<file path="src/hw/rtl/rcfm_pkg.sv">
// Shared types and constants of the region chunk filter and merge block.
package rcfm_pkg;

    localparam int Q_DEPTH = 4;
    localparam int Q_PTR_W = $clog2(Q_DEPTH);
    localparam int Q_CNT_W = $clog2(Q_DEPTH + 1);

    typedef enum logic [1:0] {
        ST_MERGED    = 2'd0,
        ST_ORDER_ERR = 2'd1,
        ST_EMPTY     = 2'd2
    } t_status;

    typedef struct packed {
        t_status status;
        logic    last;
    } t_res_tag;

    typedef struct packed {
        logic one;
        logic two;
    } t_push;

endpackage

</file>
<file path="src/hw/rtl/rcfm_front.sv">
// Front part: stop filter, order check, open chunk merge and result generation.
module rcfm_front #(
    parameter int OFFSET_BITS = 64,
    parameter int BLOCK_SHIFT = 16
) (
    input  logic                   i_clk,
    input  logic                   i_rst_n,
    input  logic                   i_cfg_we,
    input  logic [OFFSET_BITS-1:0] i_cfg_data,
    input  logic                   i_accept,
    input  logic [OFFSET_BITS-1:0] i_chunk_start,
    input  logic [OFFSET_BITS-1:0] i_chunk_stop,
    input  logic                   i_last_chunk,
    output rcfm_pkg::t_push        o_push,
    output logic [OFFSET_BITS-1:0] o_res0_start,
    output logic [OFFSET_BITS-1:0] o_res0_stop,
    output rcfm_pkg::t_res_tag     o_res0_tag,
    output logic [OFFSET_BITS-1:0] o_res1_start,
    output logic [OFFSET_BITS-1:0] o_res1_stop,
    output rcfm_pkg::t_res_tag     o_res1_tag
);
    import rcfm_pkg::*;

    logic [OFFSET_BITS-1:0] r_min_offset;
    logic [OFFSET_BITS-1:0] r_open_start, n_open_start;
    logic [OFFSET_BITS-1:0] r_open_stop, n_open_stop;
    logic                   r_open_valid, n_open_valid;
    logic [OFFSET_BITS-1:0] r_last_kept, n_last_kept;
    logic                   r_any_kept, n_any_kept;
    logic                   r_discarding, n_discarding;

    logic keep;
    logic order_err;
    logic covered;
    logic same_block;
    logic emit_open;
    logic emit_flush;

    always_comb begin
        keep       = (i_chunk_stop >= r_min_offset);
        order_err  = keep && r_any_kept && (i_chunk_start <= r_last_kept);
        covered    = (i_chunk_stop < r_open_stop);
        same_block = ((i_chunk_start >> BLOCK_SHIFT) <= (r_open_stop >> BLOCK_SHIFT));

        n_open_start = r_open_start;
        n_open_stop  = r_open_stop;
        n_open_valid = r_open_valid;
        n_last_kept  = r_last_kept;
        n_any_kept   = r_any_kept;
        n_discarding = r_discarding;
        emit_open    = 1'b0;
        emit_flush   = 1'b0;
        o_push       = '0;
        o_res0_start = '0;
        o_res0_stop  = '0;
        o_res0_tag   = '{status: ST_MERGED, last: 1'b0};
        o_res1_start = '0;
        o_res1_stop  = '0;
        o_res1_tag   = '{status: ST_MERGED, last: 1'b1};

        if (i_accept) begin
            if (r_discarding) begin
                if (i_last_chunk) begin
                    n_discarding = 1'b0;
                end
            end else if (order_err) begin
                o_push.one   = 1'b1;
                o_res0_tag   = '{status: ST_ORDER_ERR, last: 1'b1};
                n_open_start = '0;
                n_open_stop  = '0;
                n_open_valid = 1'b0;
                n_last_kept  = '0;
                n_any_kept   = 1'b0;
                n_discarding = !i_last_chunk;
            end else begin
                if (keep) begin
                    n_any_kept  = 1'b1;
                    n_last_kept = i_chunk_start;
                    if (!r_open_valid) begin
                        n_open_start = i_chunk_start;
                        n_open_stop  = i_chunk_stop;
                        n_open_valid = 1'b1;
                    end else if (covered) begin
                        n_open_stop = r_open_stop;
                    end else if (same_block) begin
                        n_open_stop = i_chunk_stop;
                    end else begin
                        emit_open    = 1'b1;
                        n_open_start = i_chunk_start;
                        n_open_stop  = i_chunk_stop;
                    end
                end
                emit_flush = i_last_chunk;

                // flush result carries the updated open chunk or an empty marker
                o_res1_start = n_open_valid ? n_open_start : '0;
                o_res1_stop  = n_open_valid ? n_open_stop : '0;
                o_res1_tag   = '{status: (n_open_valid ? ST_MERGED : ST_EMPTY),
                                 last: 1'b1};

                o_push.one = emit_open || emit_flush;
                o_push.two = emit_open && emit_flush;
                if (emit_open) begin
                    o_res0_start = r_open_start;
                    o_res0_stop  = r_open_stop;
                    o_res0_tag   = '{status: ST_MERGED, last: 1'b0};
                end else begin
                    o_res0_start = o_res1_start;
                    o_res0_stop  = o_res1_stop;
                    o_res0_tag   = o_res1_tag;
                end

                if (i_last_chunk) begin
                    n_open_start = '0;
                    n_open_stop  = '0;
                    n_open_valid = 1'b0;
                    n_last_kept  = '0;
                    n_any_kept   = 1'b0;
                end
            end
        end
    end

    always_ff @(posedge i_clk) begin
        if (!i_rst_n) begin
            r_min_offset <= '0;
            r_open_start <= '0;
            r_open_stop  <= '0;
            r_open_valid <= 1'b0;
            r_last_kept  <= '0;
            r_any_kept   <= 1'b0;
            r_discarding <= 1'b0;
        end else begin
            if (i_cfg_we) begin
                r_min_offset <= i_cfg_data;
            end
            r_open_start <= n_open_start;
            r_open_stop  <= n_open_stop;
            r_open_valid <= n_open_valid;
            r_last_kept  <= n_last_kept;
            r_any_kept   <= n_any_kept;
            r_discarding <= n_discarding;
        end
    end

endmodule

</file>
<file path="src/hw/rtl/rcfm_queue.sv">
// Result queue between front and back: two pushes and one pop per cycle.
module rcfm_queue #(
    parameter int OFFSET_BITS = 64
) (
    input  logic                         i_clk,
    input  logic                         i_rst_n,
    input  rcfm_pkg::t_push              i_push,
    input  logic [OFFSET_BITS-1:0]       i_res0_start,
    input  logic [OFFSET_BITS-1:0]       i_res0_stop,
    input  rcfm_pkg::t_res_tag           i_res0_tag,
    input  logic [OFFSET_BITS-1:0]       i_res1_start,
    input  logic [OFFSET_BITS-1:0]       i_res1_stop,
    input  rcfm_pkg::t_res_tag           i_res1_tag,
    input  logic                         i_pop,
    output logic                         o_nonempty,
    output logic [OFFSET_BITS-1:0]       o_head_start,
    output logic [OFFSET_BITS-1:0]       o_head_stop,
    output rcfm_pkg::t_res_tag           o_head_tag,
    output logic [rcfm_pkg::Q_CNT_W-1:0] o_count
);
    import rcfm_pkg::*;

    logic [OFFSET_BITS-1:0] r_start [Q_DEPTH];
    logic [OFFSET_BITS-1:0] r_stop  [Q_DEPTH];
    t_res_tag               r_tag   [Q_DEPTH];
    logic [Q_PTR_W-1:0]     r_wptr, n_wptr;
    logic [Q_PTR_W-1:0]     r_rptr, n_rptr;
    logic [Q_CNT_W-1:0]     r_count, n_count;
    logic [Q_PTR_W-1:0]     wptr1;
    logic                   pop_ok;

    always_comb begin
        wptr1   = r_wptr + Q_PTR_W'(1);
        pop_ok  = i_pop && (r_count != '0);
        n_wptr  = r_wptr + Q_PTR_W'(i_push.one) + Q_PTR_W'(i_push.two);
        n_rptr  = r_rptr + Q_PTR_W'(pop_ok);
        n_count = r_count + Q_CNT_W'(i_push.one) + Q_CNT_W'(i_push.two)
                  - Q_CNT_W'(pop_ok);
    end

    assign o_nonempty   = (r_count != '0);
    assign o_head_start = r_start[r_rptr];
    assign o_head_stop  = r_stop[r_rptr];
    assign o_head_tag   = r_tag[r_rptr];
    assign o_count      = r_count;

    always_ff @(posedge i_clk) begin
        if (i_push.one) begin
            r_start[r_wptr] <= i_res0_start;
            r_stop[r_wptr]  <= i_res0_stop;
            r_tag[r_wptr]   <= i_res0_tag;
        end
        if (i_push.two) begin
            r_start[wptr1] <= i_res1_start;
            r_stop[wptr1]  <= i_res1_stop;
            r_tag[wptr1]   <= i_res1_tag;
        end
    end

    always_ff @(posedge i_clk) begin
        if (!i_rst_n) begin
            r_wptr  <= '0;
            r_rptr  <= '0;
            r_count <= '0;
        end else begin
            r_wptr  <= n_wptr;
            r_rptr  <= n_rptr;
            r_count <= n_count;
        end
    end

endmodule

</file>
<file path="src/hw/rtl/rcfm_back.sv">
// Back part: output register that drains the result queue under stall.
module rcfm_back #(
    parameter int OFFSET_BITS = 64
) (
    input  logic                   i_clk,
    input  logic                   i_rst_n,
    input  logic                   i_nonempty,
    input  logic [OFFSET_BITS-1:0] i_head_start,
    input  logic [OFFSET_BITS-1:0] i_head_stop,
    input  rcfm_pkg::t_res_tag     i_head_tag,
    output logic                   o_pop,
    output logic                   o_out_valid,
    input  logic                   i_out_stall,
    output logic [OFFSET_BITS-1:0] o_merged_start,
    output logic [OFFSET_BITS-1:0] o_merged_stop,
    output logic [1:0]             o_status,
    output logic                   o_last_of_run
);
    import rcfm_pkg::*;

    logic                   r_valid;
    logic [OFFSET_BITS-1:0] r_start;
    logic [OFFSET_BITS-1:0] r_stop;
    t_res_tag               r_tag;

    assign o_pop          = i_nonempty && (!r_valid || !i_out_stall);
    assign o_out_valid    = r_valid;
    assign o_merged_start = r_start;
    assign o_merged_stop  = r_stop;
    assign o_status       = r_tag.status;
    assign o_last_of_run  = r_tag.last;

    always_ff @(posedge i_clk) begin
        if (!i_rst_n) begin
            r_valid <= 1'b0;
        end else if (!r_valid || !i_out_stall) begin
            r_valid <= i_nonempty;
        end
    end

    always_ff @(posedge i_clk) begin
        if (o_pop) begin
            r_start <= i_head_start;
            r_stop  <= i_head_stop;
            r_tag   <= i_head_tag;
        end
    end

endmodule

</file>
<file path="src/hw/rtl/region_chunk_filter_merge_top.sv">
// Top level of the region chunk filter and merge block.
//
//  channel  direction  handshake                payload
//  cfg      in         i_cfg_we                 i_cfg_data (min_offset)
//  in       in         i_in_valid / o_in_stall  i_chunk_start, i_chunk_stop, i_last_chunk
//  out      out        o_out_valid / i_out_stall o_merged_start, o_merged_stop,
//                                               o_status, o_last_of_run
//
// One chunk is taken per cycle while o_in_stall is low; its merge decision settles
// in the same cycle. Results pass through a four-entry queue into the output
// register; the output delivers one result per cycle while i_out_stall is low.
// o_in_stall rises when fewer than two queue entries are free.
// Synchronous active-low reset clears the open chunk, queue and min_offset.
module region_chunk_filter_merge_top #(
    parameter int OFFSET_BITS = 64,
    parameter int BLOCK_SHIFT = 16
) (
    input  logic                   i_clk,
    input  logic                   i_rst_n,
    input  logic                   i_cfg_we,
    input  logic [OFFSET_BITS-1:0] i_cfg_data,
    input  logic                   i_in_valid,
    output logic                   o_in_stall,
    input  logic [OFFSET_BITS-1:0] i_chunk_start,
    input  logic [OFFSET_BITS-1:0] i_chunk_stop,
    input  logic                   i_last_chunk,
    output logic                   o_out_valid,
    input  logic                   i_out_stall,
    output logic [OFFSET_BITS-1:0] o_merged_start,
    output logic [OFFSET_BITS-1:0] o_merged_stop,
    output logic [1:0]             o_status,
    output logic                   o_last_of_run
);
    import rcfm_pkg::*;

    logic                   accept;
    t_push                  push;
    logic [OFFSET_BITS-1:0] res0_start, res0_stop, res1_start, res1_stop;
    t_res_tag               res0_tag, res1_tag;
    logic                   pop;
    logic                   nonempty;
    logic [OFFSET_BITS-1:0] head_start, head_stop;
    t_res_tag               head_tag;
    logic [Q_CNT_W-1:0]     q_count;

    assign o_in_stall = (q_count > Q_CNT_W'(Q_DEPTH - 2));
    assign accept     = i_in_valid && !o_in_stall;

    rcfm_front #(
        .OFFSET_BITS(OFFSET_BITS),
        .BLOCK_SHIFT(BLOCK_SHIFT)
    ) u_front (
        .i_clk        (i_clk),
        .i_rst_n      (i_rst_n),
        .i_cfg_we     (i_cfg_we),
        .i_cfg_data   (i_cfg_data),
        .i_accept     (accept),
        .i_chunk_start(i_chunk_start),
        .i_chunk_stop (i_chunk_stop),
        .i_last_chunk (i_last_chunk),
        .o_push       (push),
        .o_res0_start (res0_start),
        .o_res0_stop  (res0_stop),
        .o_res0_tag   (res0_tag),
        .o_res1_start (res1_start),
        .o_res1_stop  (res1_stop),
        .o_res1_tag   (res1_tag)
    );

    rcfm_queue #(
        .OFFSET_BITS(OFFSET_BITS)
    ) u_queue (
        .i_clk       (i_clk),
        .i_rst_n     (i_rst_n),
        .i_push      (push),
        .i_res0_start(res0_start),
        .i_res0_stop (res0_stop),
        .i_res0_tag  (res0_tag),
        .i_res1_start(res1_start),
        .i_res1_stop (res1_stop),
        .i_res1_tag  (res1_tag),
        .i_pop       (pop),
        .o_nonempty  (nonempty),
        .o_head_start(head_start),
        .o_head_stop (head_stop),
        .o_head_tag  (head_tag),
        .o_count     (q_count)
    );

    rcfm_back #(
        .OFFSET_BITS(OFFSET_BITS)
    ) u_back (
        .i_clk         (i_clk),
        .i_rst_n       (i_rst_n),
        .i_nonempty    (nonempty),
        .i_head_start  (head_start),
        .i_head_stop   (head_stop),
        .i_head_tag    (head_tag),
        .o_pop         (pop),
        .o_out_valid   (o_out_valid),
        .i_out_stall   (i_out_stall),
        .o_merged_start(o_merged_start),
        .o_merged_stop (o_merged_stop),
        .o_status      (o_status),
        .o_last_of_run (o_last_of_run)
    );

    a_push_room: assert property (@(posedge i_clk) disable iff (!i_rst_n)
        accept |-> (q_count <= Q_CNT_W'(Q_DEPTH - 2)))
        else $error("transfer accepted without room for two results");

    a_push_order: assert property (@(posedge i_clk) disable iff (!i_rst_n)
        push.two |-> push.one)
        else $error("second result pushed without the first");

    a_flag_payload: assert property (@(posedge i_clk) disable iff (!i_rst_n)
        (o_out_valid && (o_status != ST_MERGED)) |->
        ((o_merged_start == '0) && (o_merged_stop == '0) && o_last_of_run))
        else $error("error or empty result with nonzero payload");

endmodule
</file>
<file path="config.mk">
export PLATFORM = sky130hd
export DESIGN_NAME = region_chunk_filter_merge_top
export DESIGN_NICKNAME = d
export VERILOG_FILES = /design/src/hw/rtl/rcfm_pkg.sv /design/src/hw/rtl/rcfm_front.sv /design/src/hw/rtl/rcfm_queue.sv /design/src/hw/rtl/rcfm_back.sv /design/src/hw/rtl/region_chunk_filter_merge_top.sv
export SDC_FILE = /design/constraint.sdc
export NUM_CORES = 2
export LEC_CHECK = 0
export ABC_AREA = 1
export BUFFER_PORTS_ARGS = -buffer_cell sky130_fd_sc_hd__clkbuf_2
export CORE_MARGIN = 8
export CORE_UTILIZATION = 43
export DETAILED_ROUTE_END_ITERATION = 10
export PLACE_DENSITY_LB_ADDON = 0.12
export RECOVER_POWER = 50
export SLEW_MARGIN = 0
export SYNTH_ARGS = -nofsm -noshare
export SYNTH_HDL_FRONTEND = slang
export SYNTH_SLANG_ARGS = --single-unit
export TNS_END_PERCENT = 50
</file>
<file path="constraint.sdc">
create_clock -name i_clk -period 14.36 [get_ports i_clk]
set_clock_uncertainty 0.1 [all_clocks]
set_input_delay 0.718 -clock i_clk [delete_from_list [all_inputs] [get_ports i_clk]]
set_output_delay 0.718 -clock i_clk [all_outputs]
set_load 0.1 [all_outputs]
</file>
# Yosys cells after proc, flatten, opt, wreduce, memory -nomap -nowiden
# Memories as Yosys holds them, arrays and structs flattened. A register that Yosys moved wholly into a read port is not among the register bits.
# Index checks and enable logic that the tools add are counted.
# op_classes
magnitude_cmp,5
mux,65
n_bitwise,1
addsub,7
reduce_logical,16
# ops
op,count
two-way mux 64 bit,30
>= comparator 64 bit,1
<= comparator 64 bit,1
< comparator 64 bit,1
<= comparator 48 bit,1
two-way mux 1 bit,25
two-way mux 3 bit,7
adder 2 x 1 -> 2 bit,3
adder 3 x 1 -> 3 bit,2
logical AND 1 bit,6
two-way mux 2 bit,3
nonzero test 3 bit,2
logical NOT 1 bit,4
> comparator 3 x 2 -> 1 bit (second input constant),1
AND reduction 3 bit,1
subtractor 3 x 1 -> 3 bit,1
adder 2 x 1 -> 2 bit (second input constant),1
logical OR 1 bit,2
AND reduction 2 bit,1
inverter 1 bit,1
# totals
in_bits,198
ram_bits,524
memories,3
wordCells,108
regBits,267
# memory_table
name,depth,word_bits,read_ports,rd_clocked_by_memory_dff,write_ports,line,rtl
u_queue.r_start,4,64,1,1,2,rcfm_queue.sv:23,logic [OFFSET_BITS-1:0] r_start [Q_DEPTH];
u_queue.r_stop,4,64,1,1,2,rcfm_queue.sv:24,logic [OFFSET_BITS-1:0] r_stop [Q_DEPTH];
u_queue.r_tag,4,3,1,1,2,rcfm_queue.sv:25,t_res_tag r_tag [Q_DEPTH];

# Logic depth before layout (Yosys ltp)
# logic_depth
depth_word,15
mapped_depth,28
depth_no_buf,27

# Cells and area by module
# A second synthesis with hierarchy kept.
# unflattened
hier_cells,6282
hier_area_um2,51252.9
# by_module_without_submodules
module,cells_each,n_inst,area_each_um2
rcfm_queue,2877,1,27173.6
rcfm_front,3263,1,20076.8
rcfm_back,137,1,3978.8
region_chunk_filter_merge_top,5,1,23.8

# Least setup slack after synthesis
# No wires, ideal clock.
# synth_path
path_type,register to register
start,"reg u_queue.r_count[2], in the netlist u_queue.o_count[2]"
end,"reg u_queue.r_count[2], in the netlist u_queue.o_count[2]"
path_slack_ns,4.705
t_arrival_ns,9.427
period_less_slack_ns,9.655
required_ns,14.132
path_stages_with_launch,9
path_cell_list,dfxtp_1 > inv_1 > a31oi_1 > ha_1 > inv_1 > fa_1 > fa_1 > xor2_1 > nor2_1
# synth_rtl
item,line,rtl
start: declaration,rcfm_queue.sv:28,"logic [Q_CNT_W-1:0] r_count, n_count;"
start signal: assignment,rcfm_queue.sv:68,r_count <= n_count;
nonzero test 3 bit,rcfm_queue.sv:41,assign o_nonempty = (r_count != '0);
logical AND 1 bit,rcfm_back.sv:26,assign o_pop = i_nonempty && (!r_valid || !i_out_stall);
net pop,region_chunk_filter_merge_top.sv:40,logic pop;
logical AND 1 bit,rcfm_queue.sv:34,pop_ok = i_pop && (r_count != '0);
subtractor 3 x 1 -> 3 bit,rcfm_queue.sv:38,- Q_CNT_W'(pop_ok);
# The timed path passes the listed nets, and every way through them passes these cells.
# A chain may end at the register's enable or synchronous reset.

==> impl_metrics.env <==
export IMPL_multiInputGateArea_um2=21800
export IMPL_crit_type="register to register"
export IMPL_yosysTopAreaCellShare=0.389
export IMPL_drc=0
export IMPL_track_usage=0.277
export IMPL_hold_slack_ns=0.186
export IMPL_synth_top_area_cell="edfxtp_1"
export IMPL_design_area_um2=55900
export IMPL_rsz0062_at_grt="false"
export IMPL_ant_nets=0
export IMPL_firstDrtPassIters=6
export IMPL_synthCells=6262
export IMPL_cts_resized=0
export IMPL_ys_seq_elements=922
export IMPL_place_area_um2=52600
export IMPL_grt_pass1_wl_mm=269
export IMPL_worstMarginPinSlew_ns=4.90
export IMPL_cts_tree="yes"
export IMPL_io_buffers=330
export IMPL_antenna_found_initial=13
export IMPL_totalWireLength_mm=183
export IMPL_clkLatencyLatePin_ns=0.69
export IMPL_hold_path_class="input port to register"
export IMPL_place_ws_ns=8.00
export IMPL_drive_above_1_share=0.0658
export IMPL_die_area_um2=127000
export IMPL_startpoint_type="register"
export IMPL_synth_distinct_cells=34
export IMPL_register_area_um2=24900
export IMPL_end_kind="register"
export IMPL_gp_congestion=0.860
export IMPL_async_flop_share=0
export IMPL_finalCritPeriodShare=0.680
export IMPL_clkTransAtPathRegs_ns=0.06
export IMPL_overflow=0
export IMPL_clockPowerShare=0.265
export IMPL_synth_edf_count=647
export IMPL_post_cts_buffers=0
export IMPL_report_final_slew_viol_count=1266
export IMPL_grt_max_degree=187
export IMPL_clockBufferDepth=3
export IMPL_maxCapViolations=24
export IMPL_power_mw=10.8
export IMPL_peakVddDrop_mv=0.167
export IMPL_cts_sinks=922
export IMPL_period_needed_ns=9.77
export IMPL_die_h_um=357
export IMPL_via_count=45000
export IMPL_swShare=0.450
export IMPL_violations="max-capacitance violations, max-slew violations"
export IMPL_fin_nets=6811
export IMPL_n_fill_cell=11300
export IMPL_setup_ws_ns=4.59
export IMPL_grt_pass1_vias=42300
export IMPL_syn2layout_area_growth_pct=11.8
export IMPL_finalHoldViolCount=0
export IMPL_fmax_mhz=102
export IMPL_synth_fp_nets=6705
export IMPL_synthTopCellsByArea="edfxtp_1, nand2_1, dfxtp_1"
export IMPL_p_per_area_nw_per_um2=193
export IMPL_status="finished with violations"
export IMPL_crit_arrival_ns=10.20
export IMPL_cts_made_buffers=106
export IMPL_drtIter0Drc=4830
export IMPL_cts_root_buf="clkbuf_16"
export IMPL_num_io_pins=331
export IMPL_coreArea_um2=116000
export IMPL_setup_viol_count_final=0
export IMPL_hold_buffers=0
export IMPL_syn_area_per_cell_um2=7.99
export IMPL_p_leak_nw=23.7
export IMPL_final_cell_mix="nand2_1, nand3_1, edfxtp_1"
export IMPL_p_seq_frac=0.337
export IMPL_via_per_inst=5.63
export IMPL_start_util=0.432
export IMPL_fin_tns_setup_ns=0
export IMPL_final_common_cell="nand2_1"
export IMPL_required_ns=14.79
export IMPL_hpwl_mm=112
export IMPL_cts_max_level=3
export IMPL_rows=125
export IMPL_synth_ff_type="edfxtp_1"
export IMPL_wl_per_cell_um=22.9
export IMPL_power_frac_comb=0.398
export IMPL_p_switching_mw=4.86
export IMPL_slew_headroom=-2.26
export IMPL_ys_warn_count=0
export IMPL_crit_path_max_fanout=64
export IMPL_die_w_um=357
export IMPL_power_internal_mw=5.93
export IMPL_netlist_area_um2=50000
export IMPL_ys_seq_area_frac=0.499
registers in the layout (all words and copies together), names as in the netlist, 64 cells and up:
| signal | count |
|---|---|
| u_back.o_merged_start | 64 |
| u_back.o_merged_stop | 64 |
| u_front.r_last_kept | 64 |
| u_front.r_min_offset | 64 |
| u_front.r_open_start | 64 |
| u_front.r_open_stop | 64 |
| u_queue.r_start | 256 |
| u_queue.r_stop | 256 |
worst max-delay path, cell delays in order, from the launching register on:
cell and delay, ns:
dfxtp_1 0.31, inv_1 0.05, ha_1 0.29, nand2_1 0.07
nor2_1 0.16, nand4_1 0.10, nor2_1 0.50, and3b_1 0.28
nand2_1 0.06, nand3_1 0.45, nand2_1 0.10, nor2_1 0.27
nand2_1 0.85, nor2_1 0.75, nand2_1 1.02, clkinvlp_2 0.33
clkbuf_1 3.43, nand2_1 0.16, nand2_1 0.20
synth_stat cells (2+ instances only):
cell      number
fa_1           3
buf_2        131
nand2_1     1846
o22ai_1      194
a21o_1         3
ha_1         242
xnor2_1        2
inv_1        450
a31oi_1        2
a21oi_1      445
nor2_1       536
dfxtp_1      275
nand4_1       20
nand2_2        4
nor3_1        14
buf_1         37
clkbuf_1     219
o21ai_0      364
nand3_2        2
nand3_1      796
edfxtp_1     647
o21a_1        11
inv_2          6
nor4_1         3
cells by family after synthesis:
kind of cell,Yosys count,synth area share
buffers and inverters,845,0.0667
adders and majority gates,245,0.0618
AOI/OAI and AO/OA,1021,0.108
xor gates and xnor gates,3,0.000526
and+or+nand+nor,3226,0.264
DFF,922,0.499
cell type report:
cell class / instances / area share
antenna: 10 / 0.000448
clock buffer: 141 / 0.0533
clock inverter: 58 / 0.0121
inverter: 458 / 0.0312
multi-input combinational: 4495 / 0.389
sequential: 922 / 0.446
tap: 1524 / 0.0341
timing repair buffer: 385 / 0.0335
final timing paths:
check | to | from | slack [ns] | depth (start not counted)
min reg2reg | u_front.r_min_offset[21] | u_front.r_min_offset[21] | 0.36 | 2
min | u_front.r_min_offset[0] | i_cfg_data[0] | 0.19 | 3
max | u_queue.r_stop[3][38] | u_front.r_min_offset[55] | 4.59 | 18
max reg2reg | u_queue.r_stop[3][38] | u_front.r_min_offset[55] | 4.59 | 18
layer usage:
| layer | wire length (µm) | up-vias | track usage |
|---|---|---|---|
| met5 | 13 | - | 0 |
| li1 | - | 21400 | - |
| met2 | 80700 | 2081 | 0.437 |
| met4 | 6730 | 2 | 0.103 |
| met3 | 18000 | 323 | 0.0590 |
| met1 | 77400 | 21200 | 0.375 |
metrics by stage:
stage	cells	utilization
floorplan	6262	-
global placement	7784	0.454
detailed placement	7784	0.454
CTS	7983	0.486
global route	7983	0.483
finish	7993	0.483
power by group through the flow:
stage,registers [mW],logic (mW),clock network [mW]
global route,3.67,4.58,3.01
CTS,3.61,4.30,2.91
floorplan,5.11,1.76,0
finish,3.63,4.29,2.86
global placement,3.66,4.27,0
detailed placement,3.66,4.29,0
No activity file was read; power rests on OpenSTA's default activity.
